File: config.mk
export PLATFORM = sky130hd
export DESIGN_NAME = scba_meta
export DESIGN_NICKNAME = d
export VERILOG_FILES = /design/src/scba_pkg.sv /design/src/scba_meta.sv
export SDC_FILE = /design/constraint.sdc
export NUM_CORES = 1
export LEC_CHECK = 0
export BUFFER_PORTS_ARGS = -buffer_cell sky130_fd_sc_hd__buf_4
export CAP_MARGIN = 25
export CORE_UTILIZATION = 45
export CTS_CLUSTER_DIAMETER = 150
export DETAILED_ROUTE_END_ITERATION = 8
export GPL_ROUTABILITY_DRIVEN = 0
export PLACE_DENSITY_LB_ADDON = 0.1
export SYNTH_ARGS = -nofsm -noshare
export SYNTH_HDL_FRONTEND = slang
export SYNTH_SLANG_ARGS = --single-unit
File: constraint.sdc
create_clock -name aclk -period 7.4 [get_ports aclk]
set_clock_uncertainty 0.2 [all_clocks]
set_input_delay 1.11 -clock aclk [delete_from_list [all_inputs] [get_ports aclk]]
set_output_delay 1.11 -clock aclk [all_outputs]
set_load 0.01 [all_outputs]
File: src/scba_pkg.sv
// Shared types, constants and helper functions of the size-class block allocator.
package scba_pkg;

    localparam int WORKERS          = 16;
    localparam int NUM_CLASSES      = 6;
    localparam int LIST_DEPTH       = 64;
    localparam int MAX_BLOCKS_LIMIT = 64;
    localparam int PROBE_SPAN       = 4;

    localparam int WID_W   = 4;
    localparam int CLS_W   = 3;
    localparam int OFF_W   = 40;
    localparam int SIZE_W  = 22;
    localparam int REQ_W   = 32;
    localparam int CAP_W   = 40;
    localparam int ALIGN_W = 21;
    localparam int MAXB_W  = 7;
    localparam int ACTW_W  = 5;
    localparam int HP_W    = 41;

    localparam int LIST_N      = WORKERS * NUM_CLASSES;
    localparam int LIST_W      = $clog2(LIST_N);
    localparam int SLOT_W      = $clog2(LIST_DEPTH);
    localparam int CNT_W       = $clog2(LIST_DEPTH + 1);
    localparam int STORE_DEPTH = LIST_N * LIST_DEPTH;
    localparam int PEND_AW     = $clog2(MAX_BLOCKS_LIMIT);
    localparam int PCNT_W      = $clog2(MAX_BLOCKS_LIMIT + 1);
    localparam int PROBE_W     = $clog2(PROBE_SPAN + 2);

    localparam int CHUNK_SH = 20;
    localparam int REST_W   = CHUNK_SH;
    localparam int FULL_W   = REQ_W - CHUNK_SH;
    localparam int TOTAL_W  = FULL_W + 1;
    localparam int CLSB_W   = 21;
    localparam int DEF_ALIGN = 4096;

    localparam logic [CAP_W-1:0]   CAP_RESET   = CAP_W'(1073741824);
    localparam logic [ALIGN_W-1:0] ALIGN_RESET = ALIGN_W'(4096);
    localparam logic [MAXB_W-1:0]  MAXB_RESET  = MAXB_W'(64);
    localparam logic [ACTW_W-1:0]  ACTW_RESET  = ACTW_W'(16);

    typedef enum logic [1:0] {
        CFG_CAPACITY   = 2'd0,
        CFG_ALIGNMENT  = 2'd1,
        CFG_MAX_BLOCKS = 2'd2,
        CFG_WORKERS    = 2'd3
    } cfg_reg_t;

    typedef enum logic [2:0] {
        ST_OK         = 3'd0,
        ST_NO_SPACE   = 3'd1,
        ST_TOO_MANY   = 3'd2,
        ST_BAD_WORKER = 3'd3,
        ST_LIST_FULL  = 3'd4
    } status_t;

    typedef enum logic [3:0] {
        S_IDLE,
        S_CHUNK,
        S_PROBE_CHK,
        S_POP_WAIT,
        S_HEAP,
        S_GOT,
        S_RB_NEXT,
        S_RB_LATCH,
        S_RB_WR,
        S_EMIT_ONE,
        S_OUT_RD,
        S_OUT_WAIT
    } ctl_state_t;

    typedef enum logic [1:0] {
        AL_LOAD,
        AL_DIV,
        AL_MUL,
        AL_DONE
    } align_state_t;

    typedef struct packed {
        logic [SIZE_W-1:0] size;
        logic [OFF_W-1:0]  off;
    } store_ent_t;

    typedef struct packed {
        logic [CLS_W-1:0]  cls;
        logic [SIZE_W-1:0] size;
        logic [OFF_W-1:0]  off;
    } blk_t;

    typedef struct packed {
        logic [SLOT_W-1:0] head;
        logic [CNT_W-1:0]  count;
    } meta_t;

    typedef struct packed {
        logic              rd_en;
        logic [LIST_W-1:0] rd_addr;
        logic              wr_en;
        logic [LIST_W-1:0] wr_addr;
        meta_t             wr_data;
    } meta_req_t;

    function automatic logic [CLSB_W-1:0] class_size(input logic [CLS_W-1:0] c);
        logic [CLSB_W-1:0] r;
        case (c)
            3'd0:    r = CLSB_W'(4096);
            3'd1:    r = CLSB_W'(16384);
            3'd2:    r = CLSB_W'(32768);
            3'd3:    r = CLSB_W'(65536);
            3'd4:    r = CLSB_W'(131072);
            default: r = CLSB_W'(1048576);
        endcase
        return r;
    endfunction

    function automatic logic [CLS_W-1:0] class_for(input logic [REST_W-1:0] sz);
        logic [CLS_W-1:0] r;
        logic             hit;
        r   = CLS_W'(NUM_CLASSES - 1);
        hit = 1'b0;
        for (int i = 0; i < NUM_CLASSES; i++) begin
            if (!hit && class_size(CLS_W'(i)) >= {1'b0, sz}) begin
                r   = CLS_W'(i);
                hit = 1'b1;
            end
        end
        return r;
    endfunction

    function automatic logic [LIST_W-1:0] list_index(input logic [WID_W-1:0] w,
                                                     input logic [CLS_W-1:0] c);
        return LIST_W'(LIST_W'(w) * LIST_W'(NUM_CLASSES)) + LIST_W'(c);
    endfunction

endpackage

File: src/scba_meta.sv
// Free-list head and count memory with per-list valid bits cleared at reset.
module scba_meta
    import scba_pkg::*;
(
    input  logic      aclk,
    input  logic      aresetn,
    input  meta_req_t req,
    output meta_t     rdata
);

    meta_t             mem [0:LIST_N-1];
    logic [LIST_N-1:0] vld_reg;
    meta_t             rd_reg;
    logic              rd_vld_reg;

    always_ff @(posedge aclk) begin
        if (req.wr_en) begin
            mem[req.wr_addr] <= req.wr_data;
        end
        if (req.rd_en) begin
            rd_reg <= mem[req.rd_addr];
        end
    end

    always_ff @(posedge aclk) begin
        if (!aresetn) begin
            vld_reg    <= '0;
            rd_vld_reg <= 1'b0;
        end else begin
            if (req.wr_en) begin
                vld_reg[req.wr_addr] <= 1'b1;
            end
            if (req.rd_en) begin
                rd_vld_reg <= vld_reg[req.rd_addr];
            end
        end
    end

    assign rdata = rd_vld_reg ? rd_reg : '0;

endmodule

======== Word level (Yosys, flattened, before mapping) ========
Memories as Yosys holds them, arrays and structs flattened. A register that Yosys moved wholly into a read port is not among the register bits.
Cells that the tools add are included.
word-level totals
  bits in writable memories ............... 1248
  word-level logic and storage cells ...... 15
  output and inout bits ................... 13
  bits in read-only memories .............. 0
  bits in latches ......................... 0
  memories kept ........................... 1
  input port bits ......................... 31
  bits in registers ....................... 97
cells by class
  eq/ne operators ......................... 0
  multipliers ............................. 0
  multiplexer cells ....................... 7
  $add $sub $neg .......................... 0
  order comparisons ....................... 3
  shifts and indexed selects .............. 0
  reductions and logical operators ........ 1
  divide/modulo/power cells ............... 0
  bitwise logic cells ..................... 1
memory list
  name  words  width  read ports  clocked after Yosys merged registers in  wr ports  line             source
  mem   96     13     1           1                                        1         scba_meta.sv:11  meta_t mem [0:LIST_N-1];
operators by type and width
  cell                                                               number
  bitwise OR 96 bit                                                  1
  < comparator 7 x 8 -> 1 bit, second input constant                 2
  2-to-1 mux 13 bit                                                  1
  binary-select mux 1 bit (select 7 bit)                             1
  demux 1 bit (select 7 bit)                                         1
  greater-or-equal comparator 7 x 1 -> 1 bit, second input constant  1
  2-to-1 mux 1 bit                                                   4
  logical AND 1 bit                                                  1

======== Longest topological paths before layout ========
  depth in word-level cells ............... 5
  gate-level depth with buffers ........... 11

======== Worst setup path before layout ========
No wires, ideal clock.
  path kind ............................... input-to-reg
  start ................................... input req[21] in the netlist's numbering
  end ..................................... register, netlist name rd_reg[11]
  stages on the path ...................... 8
  arrival time ............................ 2.756 ns
  buffers on the path ..................... 3
  slack ................................... 4.172 ns
  path through ............................ buf_2 > buf_4 > buf_2 > mux4_2 > a22oi_1 > nand2_1 > a22oi_1 > o211ai_1
RTL lines
  item                line            source
  start: declaration  scba_meta.sv:7  input meta_req_t req,

==> results.md <==
- Status: finished with violations
- Failing checks: design-rule violations
- Final setup vio count: 0
- CTS tree: built
- Max-cap violations: 0
- Area of the die: between 100000 and 150000 um2
- RSZ-0062 raised after global routing: no
- Mean Syn Cell Area: 21.0 um2
- Fmax achieved: 0.264 GHz
- Leading area contributor after synthesis: edfxtp_1
- Final-report hold violation count: 0
- Die height: 342 um
- Ys flop type: edfxtp_1
- P_leak: 0.0188 uW
- Area occupied by multi-input gates: 11600 um2
- Clk buf depth: 3
- GRT Util Overall: 23.5%
- Total gr overflow: 0
- CP arrival: 4.05 ns
- Pins Over Slew Limit: 0
- Largest net degree at the start of global routing: 105
- First-pass GRT wire length: 192000 um
- Yosys reg bits: approximately 1400
- Pwr Density: 272 nW/um2
- Cell Rows: 124
- Fill count: ~9000
- CP dominant cell by count: a22oi_1
- Share of the synthesized area in the top cell type: approximately 73%
- Post-layout util: 52.0%
- IO Pins: 44
- Initial antenna violation count: 6
- Worst skew pair latency: 0.75 ns
- CP Capture Type: flip-flop
- CTS clk-pin slew, worst paths: 0.06 ns
- Rel. slew slack: about 19%
- Cell Area, Synth: around 52000 um2
- Routed WL: around 140000 um
- Post-synth net total: 2511
- Critical Path Max Stage Delay: 0.56 ns
- Peak supply drop: approximately 0.19 mV
- Setup Crit Path Kind: in -> reg
- FF+latch area: 39800 um2
- Hold Buf Count CTS: 0
- Crit path max fanout: 62
- H-tree Lvls: 4
- Wire length per cell: ~32 um
- Placed Cells: 3976
- Final WS setup: 3.61 ns
- Async S/R FF share, synth: 0%
- DRT iter0 DRCs: ~2500
- Root Buffer: clkbuf_16
- Routed Antenna Nets: 0
- CTS Sinks: ~1400
- Final worst path period need: approximately 3.8 ns
- Port Buffer Count: 43
- Post-cts repair resize count: 0
- DRC: 16
- Core outline area: around 110000 um2
- Cell count after synthesis: 2480
- Critical path's slowest cell: buf_8
- Initial Util: 45.4%
- Worst setup SP type: input port
- Post-CTS Setup Inserts: 0
- Most frequent cell after synthesis: edfxtp_1
- Router iterations before antenna repair: 7
- R2R cell count: 5
- Buffers and inverters on the worst path: 2
- CP Data Required Time: 7.66 ns
- Die W: 342 um
- Least-Margin Pin Slew: roughly 1.2 ns
- Critical-path cell list: buf_8 -> buf_4 -> mux4_2 -> a22oi_1 -> nand2_1 -> a22oi_1 -> o211ai_1
- Hold depth: 1
- Total clock buffers created by CTS: about 140
- Nets: 2657
- HPWL after DPL: 79400 um
- Vias in the first global route: 25900
- Sequential area share after synthesis: 76.6%
- Tcrit/Tclk final: 51.2%
- Proportion of layout cells with a drive suffix above 1: 26.5%
- Vias: 25600
- CP delay by family, top: compound AO/OA/AOI/OAI gates
- Synth top area cells: edfxtp_1, mux4_2, dfxtp_1
- Max reg flops: 1248
- Layout Area Growth over Synthesis: 14.4%
- Post-synth EDFFs: around 1300
- Synth top cells by count: edfxtp_1, mux4_2, nor2_1
- Syn. warnings: 0
- Fin cells: 4256
- Distinct cells, synth: 39
- Final TNS setup: 0 ns
- DR vias/cell: 6.03
- Worst min path class: reg -> reg
- Instance count on the critical path: 7
- Pre-CTS WS: 2.83 ns
[logic make-up after synthesis]
kind of cell / synth area share (%)
AOI/OAI and AO/OA: 3.85
buffers and inverters: 1.47
DFF: 76.6
muxes: 15.5
and+or+nand+nor: 2.65
[area by class of cell]
class	count	area share, %
flip-flops and latches	1358	66.9
well taps	1512	3.18
repair buffers	142	2.70
inverters	3	0.0189
diodes	2	0.00841
multi-input cells	979	19.5
clock buffers	201	6.76
clock inverters	59	0.892
[worst paths after layout]
kind	from	slack, ns	to
worst min register to register	vld_reg[45]	0.26	vld_reg[45]
worst max-delay path	req[21]	3.61	rd_reg[11]
worst min-delay path	vld_reg[45]	0.26	vld_reg[45]
worst max register to register	mem[62][11]	4.82	rd_reg[11]
[per-stage QoR]
stage          hold slack (ns)  cell area [um2]  total power [uW]
6_report                 0.262            59500             16200
5_1_grt                  0.273            59500             16600
4_1_cts                  0.262            59100             16300
3_5_place_dp             0.247            54600              9370
3_3_place_gp             0.241            54300              9360
2_1_floorplan            0.233            52000              9010
[cells in the final DEF, fill, tap and decap left out, drive strengths merged]
cell,netlist,layout
nand2,89,89
nand3,30,30
nor3b,1,1
mux2,2,2
or3b,2,2
or3,2,2
a21oi,1,1
a2111oi,1,1
nor2b,11,11
clkinvlp,0,3
a22oi,77,77
clkbuf,70,201
o21ai,15,15
a211o,1,1
nand2b,25,25
bufinv,0,9
mux2i,86,86
o31ai,2,2
mux4,318,318
o211ai,13,13
a32oi,24,24
or2,1,1
a221o,1,1
a211oi,13,13
dfxtp,97,97
and2,15,15
o22ai,26,26
inv,3,6
diode,0,2
nor4,1,1
a31oi,2,2
nand3b,9,9
buf,70,142
edfxtp,1261,1261
nand4b,3,3
nand4,4,4
nor2,108,108
clkinv,0,44
o21a,96,96
[layer usage]
layer	routed length [um]	part of all wire (%)	global-route usage [%]	vias up
met4	3450	2.6	7.17	6
met1	57300	42	33.8	13800
met3	10700	7.9	4.89	181
met2	63600	47	36.1	1024
li1	-	-	-	10600
met5	35	0.026	0	-
[where the power goes]
part / switching, uW / total [uW] / internal [uW]
clock network: 2870 / 6970 / 4100
registers: 14.5 / 8440 / 8420
logic: 509 / 778 / 268
No activity file was read; power rests on OpenSTA's default activity.
