<file path="config.mk">
export PLATFORM = sky130hd
export DESIGN_NAME = scba_align
export DESIGN_NICKNAME = d
export VERILOG_FILES = /design/src/scba_pkg.sv /design/src/scba_align.sv
export SDC_FILE = /design/constraint.sdc
export NUM_CORES = 1
export LEC_CHECK = 0
export ABC_AREA = 1
export BUFFER_PORTS_ARGS = -buffer_cell sky130_fd_sc_hd__buf_2
export CORE_MARGIN = 5
export CORE_UTILIZATION = 55
export DETAILED_ROUTE_END_ITERATION = 8
export PLACE_DENSITY = 0.72
export SYNTH_ARGS = -nofsm -noshare
export SYNTH_HDL_FRONTEND = slang
export SYNTH_SLANG_ARGS = --single-unit
</file>
<file path="constraint.sdc">
create_clock -name aclk -period 8.3 [get_ports aclk]
set_input_delay 0.83 -clock aclk [delete_from_list [all_inputs] [get_ports aclk]]
set_output_delay 0.83 -clock aclk [all_outputs]
set_load 0.005 [all_outputs]
</file>
<file path="src/scba_pkg.sv">
// Shared types, constants and helper functions of the size-class block allocator.
package scba_pkg;

    localparam int WORKERS          = 16;
    localparam int NUM_CLASSES      = 6;
    localparam int LIST_DEPTH       = 64;
    localparam int MAX_BLOCKS_LIMIT = 64;
    localparam int PROBE_SPAN       = 4;

    localparam int WID_W   = 4;
    localparam int CLS_W   = 3;
    localparam int OFF_W   = 40;
    localparam int SIZE_W  = 22;
    localparam int REQ_W   = 32;
    localparam int CAP_W   = 40;
    localparam int ALIGN_W = 21;
    localparam int MAXB_W  = 7;
    localparam int ACTW_W  = 5;
    localparam int HP_W    = 41;

    localparam int LIST_N      = WORKERS * NUM_CLASSES;
    localparam int LIST_W      = $clog2(LIST_N);
    localparam int SLOT_W      = $clog2(LIST_DEPTH);
    localparam int CNT_W       = $clog2(LIST_DEPTH + 1);
    localparam int STORE_DEPTH = LIST_N * LIST_DEPTH;
    localparam int PEND_AW     = $clog2(MAX_BLOCKS_LIMIT);
    localparam int PCNT_W      = $clog2(MAX_BLOCKS_LIMIT + 1);
    localparam int PROBE_W     = $clog2(PROBE_SPAN + 2);

    localparam int CHUNK_SH = 20;
    localparam int REST_W   = CHUNK_SH;
    localparam int FULL_W   = REQ_W - CHUNK_SH;
    localparam int TOTAL_W  = FULL_W + 1;
    localparam int CLSB_W   = 21;
    localparam int DEF_ALIGN = 4096;

    localparam logic [CAP_W-1:0]   CAP_RESET   = CAP_W'(1073741824);
    localparam logic [ALIGN_W-1:0] ALIGN_RESET = ALIGN_W'(4096);
    localparam logic [MAXB_W-1:0]  MAXB_RESET  = MAXB_W'(64);
    localparam logic [ACTW_W-1:0]  ACTW_RESET  = ACTW_W'(16);

    typedef enum logic [1:0] {
        CFG_CAPACITY   = 2'd0,
        CFG_ALIGNMENT  = 2'd1,
        CFG_MAX_BLOCKS = 2'd2,
        CFG_WORKERS    = 2'd3
    } cfg_reg_t;

    typedef enum logic [2:0] {
        ST_OK         = 3'd0,
        ST_NO_SPACE   = 3'd1,
        ST_TOO_MANY   = 3'd2,
        ST_BAD_WORKER = 3'd3,
        ST_LIST_FULL  = 3'd4
    } status_t;

    typedef enum logic [3:0] {
        S_IDLE,
        S_CHUNK,
        S_PROBE_CHK,
        S_POP_WAIT,
        S_HEAP,
        S_GOT,
        S_RB_NEXT,
        S_RB_LATCH,
        S_RB_WR,
        S_EMIT_ONE,
        S_OUT_RD,
        S_OUT_WAIT
    } ctl_state_t;

    typedef enum logic [1:0] {
        AL_LOAD,
        AL_DIV,
        AL_MUL,
        AL_DONE
    } align_state_t;

    typedef struct packed {
        logic [SIZE_W-1:0] size;
        logic [OFF_W-1:0]  off;
    } store_ent_t;

    typedef struct packed {
        logic [CLS_W-1:0]  cls;
        logic [SIZE_W-1:0] size;
        logic [OFF_W-1:0]  off;
    } blk_t;

    typedef struct packed {
        logic [SLOT_W-1:0] head;
        logic [CNT_W-1:0]  count;
    } meta_t;

    typedef struct packed {
        logic              rd_en;
        logic [LIST_W-1:0] rd_addr;
        logic              wr_en;
        logic [LIST_W-1:0] wr_addr;
        meta_t             wr_data;
    } meta_req_t;

    function automatic logic [CLSB_W-1:0] class_size(input logic [CLS_W-1:0] c);
        logic [CLSB_W-1:0] r;
        case (c)
            3'd0:    r = CLSB_W'(4096);
            3'd1:    r = CLSB_W'(16384);
            3'd2:    r = CLSB_W'(32768);
            3'd3:    r = CLSB_W'(65536);
            3'd4:    r = CLSB_W'(131072);
            default: r = CLSB_W'(1048576);
        endcase
        return r;
    endfunction

    function automatic logic [CLS_W-1:0] class_for(input logic [REST_W-1:0] sz);
        logic [CLS_W-1:0] r;
        logic             hit;
        r   = CLS_W'(NUM_CLASSES - 1);
        hit = 1'b0;
        for (int i = 0; i < NUM_CLASSES; i++) begin
            if (!hit && class_size(CLS_W'(i)) >= {1'b0, sz}) begin
                r   = CLS_W'(i);
                hit = 1'b1;
            end
        end
        return r;
    endfunction

    function automatic logic [LIST_W-1:0] list_index(input logic [WID_W-1:0] w,
                                                     input logic [CLS_W-1:0] c);
        return LIST_W'(LIST_W'(w) * LIST_W'(NUM_CLASSES)) + LIST_W'(c);
    endfunction

endpackage

</file>
<file path="src/scba_align.sv">
// Table of heap sizes per class, rounded up to the alignment by a serial divider.
module scba_align
    import scba_pkg::*;
(
    input  logic               aclk,
    input  logic               aresetn,
    input  logic               start,
    input  logic [ALIGN_W-1:0] alignment,
    input  logic [CLS_W-1:0]   cls,
    output logic [SIZE_W-1:0]  asz,
    output logic               ready
);

    align_state_t       state_reg, state_next;
    logic [SIZE_W-1:0]  tbl_reg [0:NUM_CLASSES-1];
    logic [CLS_W-1:0]   idx_reg, idx_next;
    logic [4:0]         bit_reg, bit_next;
    logic [SIZE_W-1:0]  num_reg, num_next;
    logic [ALIGN_W-1:0] rem_reg, rem_next;
    logic [SIZE_W-1:0]  quo_reg, quo_next;
    logic [ALIGN_W-1:0] a_reg, a_next;
    logic [ALIGN_W:0]   trial;
    logic               take;
    logic [ALIGN_W-1:0] a_eff;
    logic [SIZE_W+ALIGN_W-1:0] prod;
    logic               tbl_we;

    assign a_eff = (alignment == '0) ? ALIGN_W'(DEF_ALIGN) : alignment;
    assign trial = {rem_reg, num_reg[SIZE_W-1]};
    assign take  = trial >= {1'b0, a_reg};
    assign prod  = quo_reg * a_reg;

    always_comb begin
        state_next = state_reg;
        unique case (state_reg)
            AL_LOAD: state_next = AL_DIV;
            AL_DIV:  state_next = (bit_reg == '0) ? AL_MUL : AL_DIV;
            AL_MUL:  state_next = (idx_reg == CLS_W'(NUM_CLASSES - 1)) ? AL_DONE : AL_DIV;
            AL_DONE: state_next = AL_DONE;
            default: state_next = AL_LOAD;
        endcase
        if (start) begin
            state_next = AL_LOAD;
        end
    end

    always_comb begin
        idx_next = idx_reg;
        bit_next = bit_reg;
        num_next = num_reg;
        rem_next = rem_reg;
        quo_next = quo_reg;
        a_next   = a_reg;
        tbl_we   = 1'b0;
        unique case (state_reg)
            AL_LOAD: begin
                a_next   = a_eff;
                idx_next = '0;
                bit_next = 5'(SIZE_W - 1);
                num_next = SIZE_W'(class_size('0)) + SIZE_W'(a_eff) - SIZE_W'(1);
                rem_next = '0;
                quo_next = '0;
            end
            AL_DIV: begin
                num_next = {num_reg[SIZE_W-2:0], 1'b0};
                rem_next = take ? ALIGN_W'(trial - {1'b0, a_reg}) : trial[ALIGN_W-1:0];
                quo_next = {quo_reg[SIZE_W-2:0], take};
                bit_next = bit_reg - 5'd1;
            end
            AL_MUL: begin
                tbl_we   = 1'b1;
                idx_next = idx_reg + CLS_W'(1);
                bit_next = 5'(SIZE_W - 1);
                num_next = SIZE_W'(class_size(idx_reg + CLS_W'(1))) + SIZE_W'(a_reg)
                           - SIZE_W'(1);
                rem_next = '0;
                quo_next = '0;
            end
            default: begin
            end
        endcase
    end

    always_ff @(posedge aclk) begin
        if (!aresetn) begin
            state_reg <= AL_LOAD;
        end else begin
            state_reg <= state_next;
        end
        idx_reg <= idx_next;
        bit_reg <= bit_next;
        num_reg <= num_next;
        rem_reg <= rem_next;
        quo_reg <= quo_next;
        a_reg   <= a_next;
        if (tbl_we) begin
            tbl_reg[idx_reg] <= prod[SIZE_W-1:0];
        end
    end

    assign asz   = tbl_reg[cls];
    assign ready = (state_reg == AL_DONE) && !start;

endmodule
</file>
# [Word level (Yosys, flattened, before mapping)]
# Memory sizes are Yosys's and may differ from the RTL's.
# Index checks and enable logic that the tools add are counted.
[op_classes] addsub=7 eq_ne=8 magnitude_cmp=1 n_reduce_logical=11 mul=1 n_bitwise=1 mux=15
[op_table] operator="$pmux W21 S5" count=1
[op_table] operator="$pmux W22 S3" count=1
[op_table] operator="$mux W21" count=3
[op_table] operator="$pmux W22 S2" count=1
[op_table] operator="$sub A22 B1 Y22 const B" count=2
[op_table] operator="$pmux W21 S2" count=1
[op_table] operator="$add A13 B21 Y22 const A" count=1
[op_table] operator="$add A21 B21 Y22" count=1
[op_table] operator="$ge A22 B21 Y1" count=1
[op_table] operator="$mul A22 B21 Y22" count=1
[op_table] operator="$logic_not A21 Y1" count=1
[op_table] operator="$sub A21 B21 Y21" count=1
[op_table] operator="$pmux W5 S2" count=1
[op_table] operator="$pmux W2 S4" count=1
[op_table] operator="$eq A3 B2 Y1 const B" count=2
[op_table] operator="$eq A3 B3 Y1 const B" count=2
[op_table] operator="$pmux W3 S2" count=1
[op_table] operator="$logic_not A5 Y1" count=1
[op_table] operator="$sub A5 B1 Y5 const B" count=1
[op_table] operator="$eq A2 B2 Y1 const B" count=2
[op_table] operator="$mux W2" count=2
[op_table] operator="$reduce_bool A2 Y1" count=2
[op_table] operator="$reduce_or A2 Y1" count=2
[op_table] operator="$add A3 B1 Y3 const B" count=1
[op_table] operator="9 further kinds" count=11
[word_totals] reg_bits=96 mem_bits_rw=132 out_inout_bits=23 word_cells=52 mem_count=1
[mem_list] memory="tbl_reg" depth=6 word_bits=22 rd=1 rd_clocked_by_memory_dff=0 write_ports=1 line_no="scba_align.sv:15" text="logic [SIZE_W-1:0] tbl_reg [0:NUM_CLASSES-1];"

# [Longest topological paths before layout]
[depth] ltp_word=7 mapped_depth=31 ltp_nobuf=29

# [Worst setup path after synthesis]
# Ideal clock, no wire load.
[synth_path] path_type="flip-flop to flip-flop" from="register a_reg[7]" to="memory tbl_reg[0][21] (data pin)" arrival_ns=6.113 path_stages_with_launch=26 setup_slack_ns=1.912 t_required_ns=8.026 path_buffers=2 cell_sequence="edfxtp_1 > clkbuf_1 > clkbuf_1 > nand2_1 > fa_1 > inv_1 > fa_1 > inv_1 > fa_1 > inv_1 > fa_1 > inv_1 > fa_1 > inv_1 > fa_1 > inv_1 > fa_1 > inv_1 > ha_1 > inv_1 > nor3_2 > nand2_1 > o311ai_0 > inv_1 > nand3_1 > nand2_1"
[synth_between] elab_chain_len=1
[synth_rtl] item="start, declared" line_no="scba_align.sv:21" text="logic [ALIGN_W-1:0] a_reg, a_next;"
[synth_rtl] item="start signal, assigned" line_no="scba_align.sv:95" text="a_reg <= a_next;"
[synth_rtl] item="$mul A22 B21 Y22" line_no="scba_align.sv:31" text="assign prod = quo_reg * a_reg;"
[synth_rtl] item="via prod[21]" line_no="scba_align.sv:25" text="logic [SIZE_W+ALIGN_W-1:0] prod;"
[synth_rtl] item="end, declared" line_no="scba_align.sv:15"
# The timed path passes the listed nets, and every way through them passes these cells.

# [Worst setup path in the final report]
[layout_path] from="register a_reg[3]" to="memory tbl_reg[4][21] (data pin)"
# Same word-level chain as after synthesis.

==> results.md <==
* Status: complete, no violations
* Core area at 36300 µm²
* Root buf cell: clkbuf_16
* FF+latch area at 6830 µm²
* CTS H-Tree Depth at 1
* Worst R2R Start: a_reg[3]$_DFFE_PP_
* Port Buffers at 49
* Gr ovfl total at 0
* Full die area at 40400 µm²
* Final ANT Viol Nets at 0
* Max clock buf depth at 3
* Syn avg cell area at 8.61 µm²
* Worst path required time at 8.57 ns
* Worst Path Max Fanout at 22
* Total Wirelength at 47.4 mm
* Max cap viols at 0
* CTS clk-pin slew, worst paths at 0.06 ns
* Syn nets at 2666
* EDFF count, synth at 226
* Global-route wire length before repair at 78.0 mm
* Area after DPL at 20600 µm²
* Reg-to-reg endpoint: tbl_reg[4][21]$_DFFE_PP_
* Number of synthesized register bits at 228
* Worst Setup Start Kind: flip-flop
* Most used DFF post-synth: edfxtp_1
* Design area at 21500 µm²
* Area Growth Syn to Fin at 7.01%
* Critical path class: flip-flop to flip-flop
* Most frequent cells in the layout: nand2_1, inv_1, edfxtp_1
* Power per cell area at 129 nW/µm²
* Setup Buffers After CTS at 0
* Max FFs per register at 132
* Total Power at 2780 µW
* Initial antenna violation count at 0
* 1st-iter DRT viols at 984
* GPL Wtd Cong at 0.942
* Starting Density at 55.3%
* Ant diodes at 0
* Total number of vias at 15200
* Critical Path Max Stage Delay at 1.01 ns
* Final Critical Period at 6.93 ns
* Leading cell type in the layout, fill and taps excluded: nand2_1
* Sequential element share of the synthesized area at 34.0%
* Max-Slew Margin vs Limit at 26.6%
* Total Routing Usage GR at 23.5%
* CTS tree: built
* Fin worst setup slack at 1.37 ns
* Worst Hold End: state_reg[0]$_SDFF_PP0_
* Worst EP arrival at 7.21 ns
* RSZ-0062 raised after global routing: no
* Post-Synthesis Cells at 2332
* Pre-CTS setup slack at 1.39 ns
* Critical path, cell by cell: nand2_1 -> fa_1 -> inv_1 -> fa_1 -> inv_1 -> fa_1 -> inv_1 -> fa_1 -> fa_1 -> fa_1 -> inv_1 -> fa_1 -> inv_1 -> ha_1 -> inv_1 -> nor3_2 -> nand2_1 -> o311ai_0 -> inv_1 -> nand3_1 -> nand2_1
* Leakage Power at 0.0107 µW
* Fin Hold WS at 0.464 ns
* Fin nets at 2655
* Worst Hold Depth at 2
* Row count at 70
* Gates resized, CTS repair at 0
* CTS Buf Count at 27
* Layout cells sized above 1 at 7.48%
* Hold path start: start
* Netlist Area Pre-Place at 20100 µm²
* Top Ports at 50
* Crit. End Element: flip-flop
* Cts-stage hold buffer count at 0
* R2r setup slk at 1.37 ns
* Fin. Hold Viols at 0
* Final Max Tran Viols at 0
* Chip Height at 201 µm
* Worst Tran Pin Value at 1.10 ns
* Asr flop ratio synth at 0%
* Post-synth cell types at 57
* Residual DRC at 0
* Peak supply drop at 0.144 mV
* Peak Freq at 144 MHz
* CP max-delay cell: edfxtp_1
* Fin crit share at 83.5%
* Worst Skew at 0.0149 ns
* Worst-case reg-to-reg path depth at 21
* Avg WL per Cell at 16.9 µm
* Die W at 201 µm
* Fillcell total at 3167
* Vias in the first global route at 15500
* Area of the multi-input gates at 11000 µm²
* Largest net degree at the start of global routing at 68
* Drt pass-1 iters at 6
* Setup TNS at 0 ns
* Clock latency on the worst-skew pair at 0.57 ns
* Finish-stage setup viols at 0
* Post-DP HPWL at 35.2 mm
* Synthesis Warnings at 0
* Vias/cell at 5.43
* Worst hold path class: primary input to flip-flop
* # clock sinks at 228
[worst max-delay path by stage]
stage	from	endpoint	slack (ns)	cells past startpoint
6_report	a_reg[3]$_DFFE_PP_	tbl_reg[4][21]$_DFFE_PP_	1.37	21
5_1_grt	a_reg[3]$_DFFE_PP_	tbl_reg[4][21]$_DFFE_PP_	0.94	21
3_5_place_dp	a_reg[3]$_DFFE_PP_	tbl_reg[4][21]$_DFFE_PP_	1.39	21
2_1_floorplan	a_reg[7]$_DFFE_PP_	tbl_reg[0][21]$_DFFE_PP_	1.91	25
3_3_place_gp	a_reg[3]$_DFFE_PP_	tbl_reg[4][21]$_DFFE_PP_	1.52	21
4_1_cts	a_reg[3]$_DFFE_PP_	tbl_reg[4][21]$_DFFE_PP_	1.40	21
[per-stage QoR]
stage / std cells / utilization (%)
finish: 2808 / 59.1
floorplan: 2332 / -
detailed placement: 2760 / 56.7
global route: 2808 / 59.1
CTS: 2808 / 59.1
global placement: 2760 / 56.7
[cell type report]
class	instances	area share, %
Timing Repair Buffer	71	1.91
Sequential cell	228	31.8
Multi-Input combinational cell	1501	51.0
Clock inverter	16	0.832
Clock buffer	32	3.23
Inverter	492	8.59
Tap cell	468	2.72
[kinds of logic after synthesis]
group,count (synthesis),synth area share [%]
AO/OA/AOI/OAI,313,9.35
XOR/XNOR,49,2.14
adder cells (fa/ha/maj),307,25.7
AND/OR/NAND/NOR,831,17.2
buffers and inverters,603,11.6
flip-flops,228,34.0
multiplexers,1,0.0498
[synthesized netlist by cell type (3+ instances only)]
| library cell | n | share of area, % |
|---|---|---|
| o21ai_2 | 10 | 0.44 |
| nor3_1 | 9 | 0.22 |
| o21ai_0 | 70 | 1.7 |
| a21oi_2 | 12 | 0.52 |
| buf_4 | 3 | 0.11 |
| edfxtp_1 | 226 | 34 |
| nor2_1 | 124 | 2.3 |
| clkbuf_1 | 78 | 1.5 |
| nand2_1 | 574 | 11 |
| buf_2 | 18 | 0.45 |
| nor2_4 | 5 | 0.28 |
| a21oi_1 | 128 | 3.2 |
| buf_6 | 3 | 0.17 |
| a21o_1 | 8 | 0.30 |
| o31ai_1 | 3 | 0.11 |
| inv_2 | 3 | 0.056 |
| o22ai_1 | 22 | 0.69 |
| xor2_1 | 30 | 1.3 |
| ha_1 | 131 | 8.2 |
| a32oi_1 | 7 | 0.31 |
| nand3b_1 | 7 | 0.26 |
| nand2_2 | 9 | 0.28 |
| nand4_1 | 8 | 0.25 |
| nor4_2 | 3 | 0.19 |
| or2_2 | 5 | 0.16 |
| buf_1 | 7 | 0.13 |
| a32o_1 | 22 | 1.1 |
| nand3_1 | 73 | 1.8 |
| fa_1 | 176 | 18 |
| clkinv_1 | 3 | 0.056 |
| o21ai_1 | 16 | 0.40 |
| xnor2_1 | 19 | 0.83 |
| inv_1 | 486 | 9.1 |
| o21bai_1 | 4 | 0.15 |
[where the power goes]
| group | internal [µW] | switching, µW | total (µW) |
|---|---|---|---|
| combinational | 99.7 | 203 | 303 |
| sequential | 1270 | 31.9 | 1310 |
| clock | 692 | 483 | 1180 |
[worst max-delay path: cells and delay by family, from the launching register on]
family / cells / cell delay (ns)
AND/OR/NAND/NOR: 5 / 0.74
flip-flops: 1 / 1.01
AO/OA/AOI/OAI: 1 / 0.42
buffers and inverters: 7 / 0.45
adder cells (fa/ha/maj): 8 / 4.02
[routing by layer]
metal	wire length, µm	vias up	track usage [%]
li1	-	7325	-
met5	0	-	0
met4	1380	0	6.83
met1	20400	7337	31.6
met3	2980	104	3.46
met2	22600	469	39.9
(Power assumes the default switching activity.)
