===== config.mk =====
export PLATFORM = sky130hd
export DESIGN_NAME = scba_ram
export DESIGN_NICKNAME = d
export VERILOG_FILES = /design/src/scba_ram.sv
export SDC_FILE = /design/constraint.sdc
export NUM_CORES = 1
export LEC_CHECK = 0
export BUFFER_PORTS_ARGS = -buffer_cell sky130_fd_sc_hd__buf_2
export CORE_MARGIN = 8
export CORE_UTILIZATION = 42
export CTS_BUF_LIST = sky130_fd_sc_hd__clkbuf_8
export CTS_CLUSTER_DIAMETER = 50
export CTS_CLUSTER_SIZE = 12
export DETAILED_ROUTE_END_ITERATION = 7
export HOLD_SLACK_MARGIN = 0.1
export PLACE_DENSITY_LB_ADDON = 0.2
export SYNTH_ARGS = -nofsm -noshare
export SYNTH_HDL_FRONTEND = slang
export SYNTH_SLANG_ARGS = --single-unit

===== constraint.sdc =====
create_clock -name aclk -period 2.65 [get_ports aclk]
set_input_delay 0.53 -clock aclk [delete_from_list [all_inputs] [get_ports aclk]]
set_output_delay 0.53 -clock aclk [all_outputs]
set_load 0.02 [all_outputs]

===== src/scba_ram.sv =====
// Generic single-write, single-read synchronous RAM with registered read data.
module scba_ram #(
    parameter int DEPTH = 64,
    parameter int WIDTH = 8
) (
    input  logic                     aclk,
    input  logic                     we,
    input  logic [$clog2(DEPTH)-1:0] waddr,
    input  logic [WIDTH-1:0]         wdata,
    input  logic                     re,
    input  logic [$clog2(DEPTH)-1:0] raddr,
    output logic [WIDTH-1:0]         rdata
);

    logic [WIDTH-1:0] mem [0:DEPTH-1];
    logic [WIDTH-1:0] rdata_reg;

    always_ff @(posedge aclk) begin
        if (we) begin
            mem[waddr] <= wdata;
        end
        if (re) begin
            rdata_reg <= mem[raddr];
        end
    end

    assign rdata = rdata_reg;

endmodule


After elaboration in Yosys (flattened, before gate mapping)
Memory sizes are Yosys's and may differ from the RTL's. A register that Yosys moved wholly into a read port is not among the register bits.
Index checks and enable logic that the tools add are counted.
{"block": "op_classes", "addsub": 0, "n_mul": 0, "div": 0, "order_cmp": 0, "n_eq_ne": 0, "shift": 0, "mux": 2, "n_bitwise": 0, "reduce_logical": 0}
{"op": "$mux 1", "n": 2}
{"block": "totals", "reg_bits": 0, "latchBits": 0, "ram_bits": 512, "rom_bits": 0, "wordCells": 3, "n_memories": 1}
{"name": "mem", "depth": 64, "width": 8, "read_ports": 1, "rd_ports_with_merged_regs": 1, "write_ports": 1, "line": "15", "text": "logic [WIDTH-1:0] mem [0:DEPTH-1];"}

Longest topological paths before layout
Gate-level depths: netlist of run 1.
{"block": "logic_depth", "ltp_word": 2, "depth_mapped": 9, "ltp_nobuf": 5}

Worst setup path before layout of run 1
Ideal clock, no wire load.
{"block": "synth_timing", "kind": "input -> register", "from": "in raddr[1]", "to": "reg rdata_reg[3] (netlist: rdata[3]), read port of mem, data pin", "arrival_time_ns": 2.070, "required_ns": 2.384, "slack_ns": 0.314, "cell_stages": 7, "n_path_buf": 3, "cell_sequence": "buf_4 > buf_2 > buf_2 > mux4_2 > mux4_2 > o21ai_1 > o41ai_1"}
{"item": "start: declaration", "line": "11", "text": "input logic [$clog2(DEPTH)-1:0] raddr,"}
{"item": "end: declaration", "line": "16", "text": "logic [WIDTH-1:0] rdata_reg;"}

==> results of run 1 <==
through the flow:
| stage | worst slack (ns) | instances |
|---|---|---|
| after floorplan | 0.314 | 940 |
| after detailed placement | -0.169 | 1675 |
| after global routing | 0.376 | 1740 |
| after CTS | 0.395 | 1739 |
| after global placement | -0.149 | 1675 |
| final | 0.413 | 1741 |
layer usage:
metal	vias to the layer above	wire length, um
met4	0	1170
met3	73	2600
met1	5269	21300
met5	-	0
li1	4240	-
met2	289	22400
cells in the final DEF, fill, tap and decap left out, types with 4 or more instances in the layout:
| cell | netlist | final |
|---|---|---|
| mux4_2 | 126 | 126 |
| a211oi_1 | 4 | 4 |
| nor2_1 | 83 | 83 |
| nor3_1 | 7 | 7 |
| nor2b_1 | 14 | 14 |
| inv_1 | 0 | 4 |
| o22ai_1 | 8 | 8 |
| nand2_1 | 19 | 19 |
| buf_4 | 13 | 131 |
| mux2i_1 | 23 | 23 |
| nand3_1 | 13 | 13 |
| clkbuf_8 | 0 | 54 |
| mux2_2 | 13 | 13 |
| a221oi_1 | 6 | 6 |
| buf_12 | 2 | 12 |
| o221ai_1 | 8 | 8 |
| edfxtp_1 | 520 | 520 |
| buf_2 | 11 | 27 |
| nand2b_1 | 7 | 7 |
power groups by stage:
stage	Sequential [mW]	Combinational, mW	Clock, mW
2_1_floorplan	9.32	0.485	0
3_3_place_gp	9.32	0.932	0
3_5_place_dp	9.32	0.942	0
4_1_cts	9.13	0.943	4.55
5_1_grt	9.14	0.994	4.83
6_report	9.13	0.929	4.39
worst paths after layout:
kind | startpoint | to | cells after the start
worst min register to register | mem[22][2] | rdata[2] | 4
worst min-delay path | re | rdata[6] | 1
worst max register to register | mem[29][4] | rdata[4] | 5
worst max-delay path | mem[29][4] | rdata[4] | 5
synthesized netlist by cell type (all sizes together) (2+ instances only):
cell / count / area (um^2)
a221oi: 6 / 52.6
nand3b: 3 / 22.5
nor2b: 14 / 87.6
o21a: 2 / 15.0
nor3: 7 / 35.0
nand2: 19 / 71.3
a211oi: 4 / 30.0
a21oi: 3 / 15.0
o221a: 2 / 22.5
a22oi: 3 / 22.5
o41ai: 2 / 17.5
o2111ai: 3 / 26.3
nand4: 2 / 12.5
mux2: 13 / 146
o221ai: 8 / 70.1
buf: 34 / 253
o21ai: 4 / 20.0
nor4: 2 / 12.5
mux2i: 23 / 230
nand3: 13 / 65.1
o32ai: 2 / 17.5
nand2b: 7 / 43.8
clkbuf: 17 / 63.8
nor2: 83 / 312
mux4: 126 / 2840
edfxtp: 520 / 15600
a2111oi: 2 / 17.5
o2bb2ai: 3 / 26.3
o22ai: 8 / 50.1
final cells by class:
cell class | instances | area (um^2)
Antenna cell | 2 | 5.00
Fill cell | 3926 | 24800
Clock buffer | 53 | 729
Multi-Input combinational cell | 369 | 4320
Sequential cell | 520 | 15600
Timing Repair Buffer | 171 | 1370
Tap cell | 615 | 769
Clock inverter | 11 | 57.6
cell families (layout without fill, tap and decap cells):
| logic type | after synthesis | in the layout | share of synthesized area |
|---|---|---|---|
| flops | 520 | 520 | 0.771 |
| buf+inv | 51 | 235 | 0.0156 |
| mux | 162 | 162 | 0.159 |
| other cells | 0 | 2 | 0 |
| compound gates | 54 | 54 | 0.0206 |
| simple gates | 153 | 153 | 0.0337 |
==> results.py, run 1 <==
metrics = {
    "worst_setup_path": {
        "cp-start-kind": "flop",
        "critical_path.max_stage_delay_ns": 0.48,
        "r2r_setup_slack_ns": 0.41,
        "worst_path_max_delay_cell": "mux4_2",
        "critical_path_class": "flop to flop",
        "cp_num_buf_inv": 0,
        "end_kind": "flop",
        "path_cells": "mux4_2, mux2_2, o221a_2, nor3_1, o32ai_1",
        "critical-path-top-delay-family": "multiplexers",
        "cp.required_ns": 3.02,
        "arrival_ns": 2.61,
        "critical_path_peak_fanout": 1,
    },
    "floorplan": {
        "dieHeight_um": 236,
        "fp.dieW_um": 236,
        "fp-row-count": 80,
        "core_area_um2": 47600,
        "pin_count": 31,
        "start_util": 0.425,
        "die-area_um2": 55500,
    },
    "layout": {
        "area_growth_pct": 12.9,
        "drive_gt1_frac": 0.329,
        "final_nets": 1136,
        "design_area_um2": 22900,
        "largest_register_ffs": 512,
        "post-route-util": 0.480,
    },
    "clock_network": {
        "clk_pin_slew_ns": 0.08,
        "htreeDepth": 2,
        "post_cts_resized": 0,
        "cts_tree": "built",
        "cts_buffers": 51,
        "cts_setup_buffers": 0,
        "clock_path_buffers": 3,
        "clk_latency_ns": 0.65,
        "holdBufCountCts": 0,
        "clock-sinks": 520,
        "root_buffer": "clkbuf_8",
    },
    "timing": {
        "hold_violations": 0,
        "period_minus_slack_ns": 2.24,
        "max_freq_mhz": 447,
        "slew_headroom": 0.477,
        "finalCritPeriodShare": 0.844,
        "worst_slew_pin_slew_ns": 0.785,
        "setup_tns_ns": 0,
        "fin_skew_ns": 0.0304,
        "rsz0062_at_grt": "false",
        "setup_viol": 0,
        "holdWs_ns": 0.293,
        "report.final.slew_viol_count": 0,
    },
    "detailed_routing": {
        "first_pass_iters": 5,
        "wl_per_cell_um": 27.2,
        "vias_per_cell": 5.67,
        "wirelength_mm": 47.4,
        "ant_nets": 0,
        "drc": 0,
        "routed-via-count": 9871,
        "drt_iter0_markers": 1029,
    },
    "grt": {
        "grt_pass1_vias": 10103,
        "grt_most_used_layer": "met2",
        "antenna_found_initial": 2,
        "globalRouteMet2Util": 0.267,
        "met1_usage": 0.241,
        "grt_pass1_wl_mm": 70.1,
        "grt_max_degree": 65,
        "overflow": 0,
        "grtUsageTotal": 0.171,
        "use_met3": 0.0353,
    },
    "logic_synthesis": {
        "netlist_area_um2": 20200,
        "ys_ff_latch": 520,
        "ys_seq_area_frac": 0.771,
        "ys_types": 39,
        "synth_edf_count": 520,
        "synthesis.nets": 963,
        "syn_avg_cell_area_um2": 21.5,
        "synthCells": 940,
        "async_reset_ff_frac": 0,
        "yosys_warnings": 0,
        "synth_ff_type": "edfxtp_1",
    },
    "pwr": {
        "pwr-share-seq": 0.632,
        "p_int_mw": 11.3,
        "vdd_drop_max_mv": 0.302,
        "power.switching_mw": 3.15,
        "power.leakage_nw": 7.29,
        "swShare": 0.218,
        "clockPowerShare": 0.304,
        "comb_power_share": 0.064,
        "total_power_mw": 14.4,
        "power_density_nw_per_um2": 632,
    },
    "placement": {
        "placed_area_um2": 22100,
        "gp_congestion": 0.791,
        "io_buffers": 30,
        "dpl.hpwl_mm": 30.8,
    },
    "run_status": {
        "status": "completed",
    },
    "min_path": {
        "hold_path.class": "input pin to flop",
    },
    "job": {
        "maxCapViolCount": 0,
    },
}
Note: power is estimated with default switching activity, not from simulation.
==> run 2, diff against run 1 <==
==> constraint.sdc (replaced) <==
create_clock -name aclk -period 1.9 [get_ports aclk]
set_input_delay 0.38 -clock aclk [delete_from_list [all_inputs] [get_ports aclk]]
set_output_delay 0.38 -clock aclk [all_outputs]
set_load 0.02 [all_outputs]
==> run 2 against run 1 <==
  * Highest routed layer is now met5
  * The run now ends with setup timing left
  * Core utilization grew 1.2 points
  * Non-clock buffer count grew 41
  * Clock skew shrank 0.012 ns
  * Largest power group unchanged
  * Maximum frequency grew 13%
  * Via count grew 1.1%
  * Critical path depth is the same
  * Cell area grew 2.4%
  * Combinational power grew 54%
  * Sequential power grew 39%
  * Clock-buffer cell count is the same
==> results.py, run 2 (same netlist as run 1, synthesis figures left out) <==
metrics = {
    "layout": {
        "largest_register_ffs": 512,
        "final_cell_mix": "edfxtp_1, buf_4, mux4_2, nor2_1, clkbuf_8",
        "layout_commonest_cell": "edfxtp_1",
        "instances_no_fill": 1789,
        "area_growth_pct": 15.7,
        "final_nets": 1178,
        "post-route-util": 0.492,
        "drive_gt1_frac": 0.364,
    },
    "floorplan": {
        "pin_count": 31,
        "core_area_um2": 47600,
        "dieHeight_um": 236,
        "fp.dieW_um": 236,
        "die-area_um2": 55500,
        "fp-row-count": 80,
        "start_util": 0.425,
    },
    "clock_network": {
        "clock_path_buffers": 3,
        "clk_latency_ns": 0.64,
        "root_buffer": "clkbuf_8",
        "cts_setup_buffers": 0,
        "cts_buffers": 52,
        "clk_pin_slew_ns": 0.08,
        "htreeDepth": 2,
        "cts_tree": "built",
        "clock-sinks": 520,
    },
    "run_status": {
        "violations": "setup timing",
        "status": "finished, violations left",
    },
    "grt": {
        "grt_pass1_wl_mm": 70.4,
        "antenna_found_initial": 4,
        "overflow": 0,
        "grt_max_degree": 65,
        "grtUsageTotal": 0.171,
        "grt_pass1_vias": 10403,
    },
    "pwr": {
        "total_power_mw": 20.4,
        "power_density_nw_per_um2": 871,
        "vdd_drop_max_mv": 0.399,
        "power.leakage_nw": 7.57,
    },
    "timing": {
        "worst_slew_pin_slew_ns": 1.23,
        "setup_tns_ns": -0.227,
        "max_freq_mhz": 505,
        "slew_headroom": 0.182,
        "report.final.slew_viol_count": 0,
        "period_minus_slack_ns": 1.98,
        "layout_setup_ws_ns": -0.0796,
        "setup_viol": 4,
        "finalCritPeriodShare": 1.04,
        "hold_violations": 0,
        "fin_skew_ns": 0.0182,
        "rsz0062_at_grt": "true",
    },
    "min_path": {
        "hold_path.class": "input pin to flop",
    },
    "detailed_routing": {
        "drt_iter0_markers": 897,
        "vias_per_cell": 5.58,
        "drc": 0,
        "routed-via-count": 9983,
        "first_pass_iters": 5,
        "wl_per_cell_um": 26.5,
        "wirelength_mm": 47.4,
        "ant_nets": 0,
    },
    "placement": {
        "io_buffers": 30,
        "gp_congestion": 0.812,
        "dpl.hpwl_mm": 30.2,
        "place_inst": 1714,
    },
    "worst_setup_path": {
        "critical_path_class": "flop to flop",
        "end_kind": "flop",
        "arrival_ns": 2.37,
        "cp.required_ns": 2.29,
        "cp-start-kind": "flop",
        "critical_path_peak_fanout": 1,
        "r2r_setup_slack_ns": -0.08,
    },
    "job": {
        "maxCapViolCount": 0,
    },
}
==> run 2: cell types whose count changed in the layout (fill, tap and decap cells not counted), sizes merged <==
| cell | previous run | this run |
|---|---|---|
| dlygate4sd3 | 0 | 2 |
| diode | 2 | 1 |
| clkinvlp | 0 | 1 |
| buf | 170 | 209 |
| inv | 5 | 8 |
| clkinv | 6 | 10 |
==> run 2: final cells by class <==
class / instances / area [um^2]
fill: 3911 / 24200
sequential: 520 / 15600
multi-input combinational: 369 / 4450
timing repair buffer: 212 / 1770
tap: 615 / 769
clock buffer: 53 / 729
clock inverter: 19 / 86.3
antenna: 1 / 2.50
==> run 2: timing repair <==
item                                    4_1_cts  5_1_grt
pin swaps                                     3        2
gates resized for setup                      24        5
hold buffers                                  2        0
endpoints found under the hold margin        12        0
endpoints found under the setup margin        8        8
==> run 2: where the power goes <==
group          total [mW]  internal, mW  switching, mW
Clock                6.23          2.55           3.69
Sequential           12.7          12.7         0.0328
Combinational        1.43         0.621          0.809
Total                20.4          15.9           4.53
==> run 2: path summary, 6_finish.rpt <==
path,start,endpoint,depth (start not counted)
worst max-delay path,mem[14][2],rdata[2],5
worst min-delay path,raddr[5],rdata[5],2
worst max register to register,mem[14][2],rdata[2],5
worst min register to register,mem[18][1],rdata[1],4
==> run 2: critical path: stages (launching register included) <==
cell	delay [ns]
edfxtp_1	0.38
mux4_2	0.50
mux4_2	0.54
nor2_4	0.14
nor3_2	0.05
o2bb2ai_1	0.12
==> run 2: per-layer routing <==
layer,GRT usage,vias to the layer above,routed length [um]
met5,0,-,35
met4,0.0526,6,1130
met3,0.0349,68,3020
met2,0.268,294,22400
met1,0.239,5285,20800
li1,-,4330,-
==> run 2: metrics by stage <==
step	cell area (um^2)	setup slack [ns]	hold WS, ns
after global routing	23400	-0.122	0.193
after detailed placement	22500	-0.760	0.663
after CTS	23400	-0.0808	0.156
after global placement	22500	-0.758	0.651
final	23400	-0.0796	0.212
after floorplan	20300	-0.165	0.479
==> run 3, diff against run 2 <==
--- a/config.mk
+++ b/config.mk
@@ -6,6 +6,8 @@
 export NUM_CORES = 1
 export LEC_CHECK = 0
 export BUFFER_PORTS_ARGS = -buffer_cell sky130_fd_sc_hd__buf_2
+export CELL_PAD_IN_SITES_DETAIL_PLACEMENT = 0
+export CELL_PAD_IN_SITES_GLOBAL_PLACEMENT = 1
 export CORE_MARGIN = 8
 export CORE_UTILIZATION = 42
 export CTS_BUF_LIST = sky130_fd_sc_hd__clkbuf_8
==> constraint.sdc (replaced) <==
create_clock -name aclk -period 1.6 [get_ports aclk]
set_input_delay 0.32 -clock aclk [delete_from_list [all_inputs] [get_ports aclk]]
set_output_delay 0.32 -clock aclk [all_outputs]
set_load 0.02 [all_outputs]
==> run 3 against run 2 <==
  * The flow still finishes with violations (setup timing)
  * Maximum frequency is 0.13% lower
  * Via count is 0.41% lower
  * Core utilization is 1.9 points higher
  * Worst hold slack got worse by 0.015 ns
==> results.py, run 3 (same netlist as run 1, synthesis figures left out) <==
metrics = {
    "grt": {
        "grtUsageTotal": 0.176,
        "grt_pass1_vias": 10365,
        "antenna_found_initial": 0,
        "grt_max_degree": 65,
        "grt_pass1_wl_mm": 71.5,
        "overflow": 0,
    },
    "timing": {
        "worst_slew_pin_slew_ns": 0.750,
        "fin_skew_ns": 0.0161,
        "slew_headroom": 0.500,
        "rsz0062_at_grt": "true",
        "max_freq_mhz": 505,
        "report.final.slew_viol_count": 0,
        "finalCritPeriodShare": 1.24,
        "setup_viol": 14,
        "setup_tns_ns": -2.87,
        "hold_violations": 0,
        "period_minus_slack_ns": 1.98,
        "layout_setup_ws_ns": -0.382,
        "holdWs_ns": 0.197,
    },
    "clock_network": {
        "root_buffer": "clkbuf_8",
        "clock-sinks": 520,
        "cts_buffers": 51,
        "cts_tree": "built",
        "cts_setup_buffers": 0,
        "clock_path_buffers": 3,
        "htreeDepth": 2,
        "clk_latency_ns": 0.64,
        "clk_pin_slew_ns": 0.08,
    },
    "floorplan": {
        "fp-row-count": 80,
        "start_util": 0.425,
        "dieHeight_um": 236,
        "core_area_um2": 47600,
        "pin_count": 31,
        "die-area_um2": 55500,
        "fp.dieW_um": 236,
    },
    "placement": {
        "pre_cts_ws_ns": -1.04,
        "place_inst": 1703,
        "dpl.hpwl_mm": 31.9,
        "placed_area_um2": 23300,
        "io_buffers": 30,
        "gp_congestion": 0.789,
    },
    "layout": {
        "regArea_um2": 15600,
        "largest_register_ffs": 512,
        "antenna_cells": 0,
        "area_growth_pct": 20.2,
        "final_cell_mix": "edfxtp_1, mux4_2, buf_4, buf_12, clkbuf_8",
        "final_nets": 1166,
        "post-route-util": 0.511,
        "design_area_um2": 24300,
        "multi_input_area_um2": 4890,
        "num-fill-cells": 3800,
        "instances_no_fill": 1770,
        "drive_gt1_frac": 0.407,
        "layout_commonest_cell": "edfxtp_1",
    },
    "worst_setup_path": {
        "critical_path_class": "flop to flop",
        "arrival_ns": 2.38,
        "end_kind": "flop",
        "r2r_setup_slack_ns": -0.38,
        "cp.required_ns": 2.00,
        "cp-start-kind": "flop",
        "critical_path_peak_fanout": 1,
    },
    "detailed_routing": {
        "drt_iter0_markers": 962,
        "wirelength_mm": 48.6,
        "wl_per_cell_um": 27.5,
        "ant_nets": 0,
        "drc": 0,
        "routed-via-count": 9942,
        "first_pass_iters": 5,
        "vias_per_cell": 5.62,
    },
    "pwr": {
        "total_power_mw": 24.4,
        "vdd_drop_max_mv": 0.481,
        "power_density_nw_per_um2": 1000,
        "power.leakage_nw": 7.72,
    },
    "job": {
        "maxCapViolCount": 0,
    },
    "min_path": {
        "hold_path.class": "input pin to flop",
    },
    "run_status": {
        "violations": "setup timing",
        "status": "finished, violations left",
    },
}
[run 3: changes by cell type in the layout (fill, tap and decap cells not counted), moves of 4 or more]
| cell | before | now |
|---|---|---|
| buf_4 | 163 | 108 |
| nor2_1 | 79 | 36 |
| buf_12 | 19 | 61 |
| nor2_4 | 3 | 43 |
| buf_6 | 0 | 9 |
| buf_2 | 27 | 20 |
| clkinv_1 | 7 | 2 |
| nand3_1 | 13 | 8 |
| mux2_2 | 12 | 8 |
| mux2_4 | 1 | 5 |
[run 3: per-layer routing]
| layer | share of wire | global-route usage | vias up |
|---|---|---|---|
| li1 | - | - | 4312 |
| met1 | 0.46 | 0.253 | 5310 |
| met2 | 0.47 | 0.279 | 269 |
| met3 | 0.057 | 0.0329 | 51 |
| met4 | 0.015 | 0.0371 | 0 |
| met5 | 0 | 0 | - |
[run 3: layout make-up]
cell class / count / area share
Clock inverter: 14 / 0.00386
Clock buffer: 51 / 0.0288
Timing Repair Buffer: 201 / 0.0932
Tap cell: 615 / 0.0316
Multi-Input combinational cell: 369 / 0.201
Sequential cell: 520 / 0.642
[run 3: worst paths after layout]
check / start / endpoint / depth (start not counted)
worst max-delay path: mem[46][2] / rdata[2] / 5
worst min-delay path: wdata[5] / mem[26][5] / 2
worst max register to register: mem[46][2] / rdata[2] / 5
worst min register to register: mem[22][0] / rdata[0] / 4
[run 3: repair_timing]
item,4_1_cts,5_1_grt
pin swaps,8,1
gates resized for setup,46,3
endpoints found under the setup margin,15,15
hold endpoints to repair,9,0
hold buffers,2,0
[run 3: power breakdown]
group          internal (mW)  switching, mW  leakage (nW)  total (mW)
registers               15.1         0.0540          4.69        15.1
clock network           3.07           4.33         0.429        7.40
logic                  0.829           1.04          2.60        1.87
total                   19.0           5.42          7.72        24.4
[run 3: worst max-delay path, stage by stage (launching register included)]
cell       delay [ns]
edfxtp_1         0.37
mux4_2           0.47
mux2_4           0.30
a221oi_4         0.37
buf_4            0.18
o2bb2ai_2        0.04
